[config.mk]
export PLATFORM = sky130hd
export DESIGN_NAME = phase_shift_pi_regulator_top
export DESIGN_NICKNAME = d
export VERILOG_FILES = /design/src/hw/rtl/psreg_pkg.sv /design/src/hw/rtl/psreg_mul.sv /design/src/hw/rtl/psreg_seq.sv /design/src/hw/rtl/phase_shift_pi_regulator_top.sv
export SDC_FILE = /design/constraint.sdc
export NUM_CORES = 2
export LEC_CHECK = 0
export BUFFER_PORTS_ARGS = -buffer_cell sky130_fd_sc_hd__clkbuf_2
export CAP_MARGIN = 25
export CORE_MARGIN = 4
export CORE_UTILIZATION = 50
export CTS_BUF_LIST = sky130_fd_sc_hd__clkbuf_4 sky130_fd_sc_hd__clkbuf_8
export CTS_CLUSTER_DIAMETER = 200
export DETAILED_ROUTE_END_ITERATION = 8
export PLACE_DENSITY = 0.76
export RECOVER_POWER = 50
export SLEW_MARGIN = 30
export SYNTH_ARGS = -nofsm -noshare
export SYNTH_HDL_FRONTEND = slang
export SYNTH_SLANG_ARGS = --single-unit
[constraint.sdc]
create_clock -name clk_i -period 12.6 [get_ports clk_i]
set_input_delay 0.63 -clock clk_i [delete_from_list [all_inputs] [get_ports clk_i]]
set_output_delay 0.63 -clock clk_i [all_outputs]
set_load 0.005 [all_outputs]
[src/hw/rtl/psreg_pkg.sv]
// ----------------------------------------------------------------------------
// psreg_pkg
// Shared types and constants of the phase shift regulator.
// ----------------------------------------------------------------------------
package psreg_pkg;

  localparam int unsigned MUL_W = 26;

  localparam logic [MUL_W-1:0] RECIP_22  = 26'd762601;    // ceil(2^24 / 22)
  localparam logic [MUL_W-1:0] RECIP_10  = 26'd26843546;  // ceil(2^28 / 10)
  localparam logic [MUL_W-1:0] DEG_SCALE = 26'd45;

  localparam logic [1:0] REG_THRESHOLD = 2'd0;
  localparam logic [1:0] REG_B0        = 2'd1;
  localparam logic [1:0] REG_B1        = 2'd2;
  localparam logic [1:0] REG_MAX_PHASE = 2'd3;

  localparam logic [1:0] LIM_NONE = 2'd0;
  localparam logic [1:0] LIM_MAX  = 2'd1;
  localparam logic [1:0] LIM_ZERO = 2'd2;

  typedef enum logic [3:0] {
    ST_IDLE,
    ST_VMUL,
    ST_ERR,
    ST_B0,
    ST_B1,
    ST_SAT,
    ST_HMUL,
    ST_HOLD,
    ST_DMUL,
    ST_DONE
  } state_e;

  typedef enum logic [2:0] {
    MUL_VOLT,
    MUL_B0,
    MUL_B1,
    MUL_HOLD,
    MUL_DEG
  } mul_sel_e;

  typedef struct packed {
    logic     ld_in;
    logic     ld_err;
    logic     ld_acc;
    logic     ld_sat;
    logic     ld_hold;
    logic     ld_out;
    mul_sel_e mul_sel;
  } ctl_t;

endpackage

[src/hw/rtl/psreg_mul.sv]
// ----------------------------------------------------------------------------
// psreg_mul
// Shared signed multiplier with registered product.
// ----------------------------------------------------------------------------
module psreg_mul (
  input  logic                                 clk_i,
  input  logic signed [psreg_pkg::MUL_W-1:0]   a_i,
  input  logic signed [psreg_pkg::MUL_W-1:0]   b_i,
  output logic signed [2*psreg_pkg::MUL_W-1:0] p_o
);
  import psreg_pkg::*;

  logic signed [2*MUL_W-1:0] p_q;

  always_ff @(posedge clk_i) begin
    p_q <= a_i * b_i;
  end

  assign p_o = p_q;

endmodule

[src/hw/rtl/psreg_seq.sv]
// ----------------------------------------------------------------------------
// psreg_seq
// Sequencer that steps one request through the shared multiplier.
// ----------------------------------------------------------------------------
module psreg_seq (
  input  logic             clk_i,
  input  logic             rst_ni,
  input  logic             in_valid_i,
  input  logic             hold_i,
  input  logic             out_free_i,
  output logic             in_ready_o,
  output psreg_pkg::ctl_t  ctl_o
);
  import psreg_pkg::*;

  state_e state_q, state_d;

  always_ff @(posedge clk_i or negedge rst_ni) begin
    if (!rst_ni) begin
      state_q <= ST_IDLE;
    end else begin
      state_q <= state_d;
    end
  end

  always_comb begin
    state_d = state_q;
    case (state_q)
      ST_IDLE: begin
        if (in_valid_i) begin
          state_d = hold_i ? ST_HMUL : ST_VMUL;
        end
      end
      ST_VMUL: state_d = ST_ERR;
      ST_ERR:  state_d = ST_B0;
      ST_B0:   state_d = ST_B1;
      ST_B1:   state_d = ST_SAT;
      ST_SAT:  state_d = ST_DMUL;
      ST_HMUL: state_d = ST_HOLD;
      ST_HOLD: state_d = ST_DMUL;
      ST_DMUL: state_d = ST_DONE;
      ST_DONE: begin
        if (out_free_i) begin
          state_d = ST_IDLE;
        end
      end
      default: state_d = ST_IDLE;
    endcase
  end

  always_comb begin
    in_ready_o    = 1'b0;
    ctl_o         = '0;
    ctl_o.mul_sel = MUL_DEG;
    case (state_q)
      ST_IDLE: begin
        in_ready_o  = 1'b1;
        ctl_o.ld_in = in_valid_i;
      end
      ST_VMUL: ctl_o.mul_sel = MUL_VOLT;
      ST_ERR:  ctl_o.ld_err = 1'b1;
      ST_B0:   ctl_o.mul_sel = MUL_B0;
      ST_B1: begin
        ctl_o.mul_sel = MUL_B1;
        ctl_o.ld_acc  = 1'b1;
      end
      ST_SAT:  ctl_o.ld_sat = 1'b1;
      ST_HMUL: ctl_o.mul_sel = MUL_HOLD;
      ST_HOLD: ctl_o.ld_hold = 1'b1;
      ST_DMUL: ctl_o.mul_sel = MUL_DEG;
      ST_DONE: ctl_o.ld_out = out_free_i;
      default: ctl_o.mul_sel = MUL_DEG;
    endcase
  end

endmodule

[src/hw/rtl/phase_shift_pi_regulator_top.sv]
// ----------------------------------------------------------------------------
// phase_shift_pi_regulator_top
// Velocity-form PI regulator that turns a converter sample into a phase shift.
// ----------------------------------------------------------------------------
// A request steps through the sequencer states from acceptance to a loaded
// result (a shorter path when the sample falls below the soft-start
// threshold), plus any wait for the result register to drain. The single
// 26x26 multiplier is used in turn for volts scaling, both gain products,
// the hold value and the degree conversion. The input side is ready only
// while the sequencer is idle; the result sits in an output register until taken.
module phase_shift_pi_regulator_top #(
  parameter int unsigned SAMPLE_BITS = 12
) (
  input  logic                   clk_i,
  input  logic                   rst_ni,
  input  logic                   cfg_we_i,
  input  logic [1:0]             cfg_idx_i,
  input  logic [17:0]            cfg_data_i,
  input  logic                   in_valid_i,
  output logic                   in_ready_o,
  input  logic [SAMPLE_BITS-1:0] adc_sample_i,
  input  logic [14:0]            target_volts_i,
  output logic                   out_valid_o,
  input  logic                   out_ready_i,
  output logic [16:0]            phase_degrees_o,
  output logic                   soft_start_hold_o,
  output logic [1:0]             limit_status_o
);
  import psreg_pkg::*;

  localparam int unsigned CW = (SAMPLE_BITS > 12) ? SAMPLE_BITS : 12;
  localparam int unsigned NW = SAMPLE_BITS + 19;

  logic [11:0]        thr_q;
  logic signed [17:0] b0_q;
  logic signed [17:0] b1_q;
  logic [15:0]        mpf_q;

  logic signed [31:0] y_q;
  logic signed [16:0] last_err_q;

  logic [SAMPLE_BITS-1:0] adc_q;
  logic [14:0]            tgt_q;
  logic                   hold_q;
  logic signed [16:0]     e_q;
  logic signed [35:0]     acc_q;
  logic [23:0]            yc_q;
  logic [1:0]             status_q;

  logic        out_valid_q;
  logic [16:0] deg_out_q;
  logic        hold_out_q;
  logic [1:0]  status_out_q;

  logic                      hold_in;
  logic                      out_free;
  ctl_t                      ctl;
  logic signed [MUL_W-1:0]   mul_a;
  logic signed [MUL_W-1:0]   mul_b;
  logic signed [2*MUL_W-1:0] prod;

  logic [NW-1:0]      vnum;
  logic [18:0]        vq;
  logic [14:0]        volts;
  logic signed [16:0] e_new;
  logic signed [35:0] sum;
  logic signed [31:0] ysat;
  logic [23:0]        maxq;
  logic [23:0]        hold_val;
  logic [32:0]        dsum;
  logic [19:0]        dq;
  logic [16:0]        deg;

  assign hold_in  = CW'(adc_sample_i) < CW'(thr_q);
  assign out_free = !out_valid_q || out_ready_i;

  psreg_seq u_seq (
    .clk_i      (clk_i),
    .rst_ni     (rst_ni),
    .in_valid_i (in_valid_i),
    .hold_i     (hold_in),
    .out_free_i (out_free),
    .in_ready_o (in_ready_o),
    .ctl_o      (ctl)
  );

  psreg_mul u_mul (
    .clk_i (clk_i),
    .a_i   (mul_a),
    .b_i   (mul_b),
    .p_o   (prod)
  );

  always_ff @(posedge clk_i or negedge rst_ni) begin
    if (!rst_ni) begin
      thr_q <= 12'd200;
      b0_q  <= 18'sd3269;
      b1_q  <= -18'sd3265;
      mpf_q <= 16'd16384;
    end else if (cfg_we_i) begin
      case (cfg_idx_i)
        REG_THRESHOLD: thr_q <= cfg_data_i[11:0];
        REG_B0:        b0_q  <= $signed(cfg_data_i);
        REG_B1:        b1_q  <= $signed(cfg_data_i);
        REG_MAX_PHASE: mpf_q <= cfg_data_i[15:0];
        default:       thr_q <= thr_q;
      endcase
    end
  end

  // adc * 409600 + (11 << SAMPLE_BITS), then drop SAMPLE_BITS; divide by 22 after
  assign vnum = (NW'(adc_q) << 18) + (NW'(adc_q) << 17) + (NW'(adc_q) << 14)
              + (NW'(11) << SAMPLE_BITS);
  assign vq   = vnum[SAMPLE_BITS +: 19];
  assign maxq = {mpf_q, 8'd0};

  always_comb begin
    mul_a = '0;
    mul_b = '0;
    case (ctl.mul_sel)
      MUL_VOLT: begin
        mul_a = $signed(MUL_W'(vq));
        mul_b = $signed(RECIP_22);
      end
      MUL_B0: begin
        mul_a = MUL_W'(b0_q);
        mul_b = MUL_W'(e_q);
      end
      MUL_B1: begin
        mul_a = MUL_W'(b1_q);
        mul_b = MUL_W'(last_err_q);
      end
      MUL_HOLD: begin
        mul_a = $signed(MUL_W'(maxq) + MUL_W'(5));
        mul_b = $signed(RECIP_10);
      end
      MUL_DEG: begin
        mul_a = $signed(MUL_W'(yc_q));
        mul_b = $signed(DEG_SCALE);
      end
      default: begin
        mul_a = '0;
        mul_b = '0;
      end
    endcase
  end

  assign volts    = prod[24 +: 15];
  assign e_new    = $signed({2'b00, tgt_q}) - $signed({2'b00, volts});
  assign hold_val = {3'd0, prod[28 +: 21]};
  assign sum      = acc_q + prod[35:0];

  always_comb begin
    if (sum > 36'sd2147483647) begin
      ysat = 32'sh7FFFFFFF;
    end else if (sum < -36'sd2147483648) begin
      ysat = 32'sh80000000;
    end else begin
      ysat = sum[31:0];
    end
  end

  assign dsum = prod[32:0] + 33'd4096;
  assign dq   = dsum[32:13];
  assign deg  = (dq[19:17] != 3'd0) ? 17'h1FFFF : dq[16:0];

  always_ff @(posedge clk_i or negedge rst_ni) begin
    if (!rst_ni) begin
      y_q        <= '0;
      last_err_q <= '0;
    end else if (ctl.ld_sat) begin
      y_q        <= ysat;
      last_err_q <= e_q;
    end else if (ctl.ld_hold) begin
      y_q        <= $signed({8'd0, hold_val});
      last_err_q <= '0;
    end
  end

  always_ff @(posedge clk_i) begin
    if (ctl.ld_in) begin
      adc_q  <= adc_sample_i;
      tgt_q  <= target_volts_i;
      hold_q <= hold_in;
    end
    if (ctl.ld_err) begin
      e_q <= e_new;
    end
    if (ctl.ld_acc) begin
      acc_q <= 36'(y_q) + prod[35:0];
    end
    if (ctl.ld_sat) begin
      if ($signed({ysat[31], ysat}) >= $signed({9'd0, maxq})) begin
        yc_q     <= maxq;
        status_q <= LIM_MAX;
      end else if (ysat <= 32'sd0) begin
        yc_q     <= '0;
        status_q <= LIM_ZERO;
      end else begin
        yc_q     <= ysat[23:0];
        status_q <= LIM_NONE;
      end
    end
    if (ctl.ld_hold) begin
      yc_q     <= hold_val;
      status_q <= LIM_NONE;
    end
    if (ctl.ld_out) begin
      deg_out_q    <= deg;
      hold_out_q   <= hold_q;
      status_out_q <= status_q;
    end
  end

  always_ff @(posedge clk_i or negedge rst_ni) begin
    if (!rst_ni) begin
      out_valid_q <= 1'b0;
    end else if (ctl.ld_out) begin
      out_valid_q <= 1'b1;
    end else if (out_ready_i) begin
      out_valid_q <= 1'b0;
    end
  end

  assign out_valid_o       = out_valid_q;
  assign phase_degrees_o   = deg_out_q;
  assign soft_start_hold_o = hold_out_q;
  assign limit_status_o    = status_out_q;

  a_one_at_a_time: assert property (@(posedge clk_i) disable iff (!rst_ni)
    in_valid_i && in_ready_o |=> !in_ready_o)
    else $error("request accepted while busy");

  a_status_code: assert property (@(posedge clk_i) disable iff (!rst_ni)
    out_valid_o |-> limit_status_o != 2'd3)
    else $error("undefined limit status");

  a_hold_unclamped: assert property (@(posedge clk_i) disable iff (!rst_ni)
    out_valid_o && soft_start_hold_o |-> limit_status_o == LIM_NONE)
    else $error("hold result reports a clamp");

  a_zero_clamp: assert property (@(posedge clk_i) disable iff (!rst_ni)
    out_valid_o && limit_status_o == LIM_ZERO |-> phase_degrees_o == 17'd0)
    else $error("zero clamp with nonzero phase");

endmodule
==> impl_metrics.json <==
{
  "ys_types": 92,
  "root_buffer": "clkbuf_8",
  "worstSetupPathType": "reg2reg",
  "clock.fmax_ghz": 0.0871,
  "grtUsageTotal_pct": 28.4,
  "end_kind": "flop",
  "violations": "capacitance limit, slew limit",
  "area_delta_synth_final_pct": 6.90,
  "viasPerCell": 5.69,
  "rr_worst_depth": 32,
  "fin_hold_ws_ns": 0.178,
  "grt_start_max_net_pins": 77,
  "synth-seq-cells": 292,
  "clk_transition_reported_paths_ns": 0.07,
  "grt_pass1_vias": 31500,
  "initial_core_util_pct": 50.7,
  "maxSlewHeadroom_pct": -150,
  "cp_slowest_cell": "clkbuf_1",
  "fp-row-count": 102,
  "status": "finished with violations",
  "syn_area_um2": 39500,
  "maxSlewViolCount": 276,
  "netlist_top_cells_count": "inv_1, fa_1, nand2_1, nor2_1, ha_1",
  "ys_seq_area_share_pct": 19.4,
  "io-pin-count": 74,
  "synthFlopType": "edfxtp_1",
  "hold_path_class": "in2reg",
  "drc": 0,
  "clock_latency_ns": 0.64,
  "ctsResizeCount": 0,
  "clockBufferDepth": 3,
  "setup_ws_ns": 1.11,
  "yosysMostFrequentCell": "inv_1",
  "cts_buffers": 48,
  "finClkSkew_ns": 0.0539,
  "rsz0062_at_grt": "no",
  "vias": 30200,
  "crit_top_cell": "fa_1",
  "synthArstFlopShare_pct": 40.1,
  "setup_viol": 0,
  "maxCapViolCount": 5,
  "pre_cts_ws_ns": 1.57,
  "yosysWarnings": 0,
  "drt_iter0_markers": 2890,
  "port_buffers": 73,
  "syn_area_per_cell_um2": 9.45,
  "core_area_um2": 77800,
  "synthTopCellsByArea": "fa_1, edfxtp_1, ha_1",
  "synth_edf_count": 121,
  "grt_pass1_wl_um": 180000,
  "worst_pin_slew_ns": 3.76,
  "cts_num_sinks": 292,
  "post_cts_buffers": 0,
  "critPathRequiredTime_ns": 13.10,
  "detail-route-antenna-nets": 0,
  "tns_ns": 0,
  "fin_util_pct": 54.2,
  "chipWidth_um": 289,
  "fp.dieH_um": 289,
  "cts_max_level": 2,
  "hold_violations": 0,
  "cp_max_fo": 40,
  "die-area_um2": 83500,
  "synth_xor_area_share_pct": 3.42,
  "synthAdderAreaFrac_pct": 43.0,
  "hpwl_um": 93100,
  "synth.net_count": 5178,
  "critPathLaunchType": "flop",
  "synthCells": 4176,
  "cts_hold_buf": 0,
  "synth_top_area_share_pct": 34.3,
  "nFillCells": 6945,
  "synth_mux_area_share_pct": 2.03,
  "synth_top_family_by_area": "adder cells",
  "grt_overflow": 0,
  "slowest_delay_ns": 1.43,
  "final_nets": 5231,
  "cts_tree": "done",
  "netlist.top_cell.by_area": "fa_1",
  "wl_per_cell_um": 21.8,
  "drtPass1Iterations": 8,
  "routed_wl_um": 116000,
  "drive_gt1_share_pct": 7.50,
  "crit_arrival_ns": 11.99,
  "gp_congestion": 0.997,
  "fin_crit_sh_pct": 91.2,
  "finalCriticalPeriod_ns": 11.49,
  "synth_compound_area_share_pct": 11.0,
  "synth_simple_gate_area_share_pct": 11.4,
  "min_path_cells": 1,
  "antenna_found_initial": 5
}
[logic make-up after synthesis]
family,Yosys count
AOI/OAI and AO/OA,659
buffers and inverters,1005
muxes,73
adders and majority gates,950
xor gates and xnor gates,154
and+or+nand+nor,1043
DFF,292
[metrics by stage]
step / std cells / area (um2)
finish: 5311 / 42200
global route: 5310 / 42200
CTS: 5308 / 42300
detailed placement: 5218 / 41100
global placement: 5215 / 41100
floorplan: 4176 / 39500
[sequential cells by signal, indices dropped and copies added (netlist names)]
signal             cells
u_mul.p_o             49
acc_q                 36
y_q                   32
yc_q                  24
b0_q                  18
b1_q                  18
phase_degrees_o       17
e_q                   16
last_err_q            16
mpf_q                 16
tgt_q                 15
adc_q                 12
thr_q                 12
u_seq.state_q          4
limit_status_o         2
status_q               2
hold_q                 1
out_valid_o            1
soft_start_hold_o      1
[per-layer routing]
layer  global-route usage, %  up-vias  part of all wire (%)
met3                    6.33      364                    10
met1                    37.5    15100                    39
li1                        -    13300                     -
met5                       0        -                     0
met2                    43.6     1489                    44
met4                    16.0        0                   7.3
[placed cells by master, fill, tap and decap left out, drive strengths merged, types with 57 or more instances in the layout]
cell type,n
inv,865
a21oi,152
a21o,64
o21ai,178
buf,60
clkbuf,160
edfxtp,121
xnor2,117
dfrtp,93
nand2,478
mux2,57
nor2,329
ha,274
fa,676
[cell type report]
class,instances,area (um2),share of cell area [%]
diodes,2,5.00,0.0119
well taps,1040,1300,3.09
repair buffers,142,803,1.90
clock inverters,12,159,0.377
multi-input cells,2879,28000,66.5
clock buffers,78,955,2.26
flip-flops and latches,292,7670,18.2
inverters,866,3250,7.71
[worst max-delay path: cells and delay by family (launching register included)]
kind	cells	cell delay (ns)
adder cells (fa/ha/maj)	8	3.87
AO/OA/AOI/OAI	10	2.58
AND/OR/NAND/NOR	6	1.37
XOR/XNOR	1	0.17
buffers and inverters	6	2.01
multiplexers	1	0.59
flip-flops	1	0.73
[final timing paths]
path	startpoint	to	slack, ns
setup / recovery	u_seq.state_q[1]	u_mul.p_o[47]	1.11
hold / removal	target_volts_i[1]	tgt_q[1]	0.18
setup reg to reg	u_seq.state_q[1]	u_mul.p_o[47]	1.11
hold reg to reg	status_q[0]	limit_status_o[0]	0.45
max in group asynchronous	rst_ni	y_q[28]	6.83
min in group asynchronous	rst_ni	thr_q[10]	1.29
Power is not shown: default switching activity piles up to over one toggle a cycle in this logic, so the estimate is an artifact.
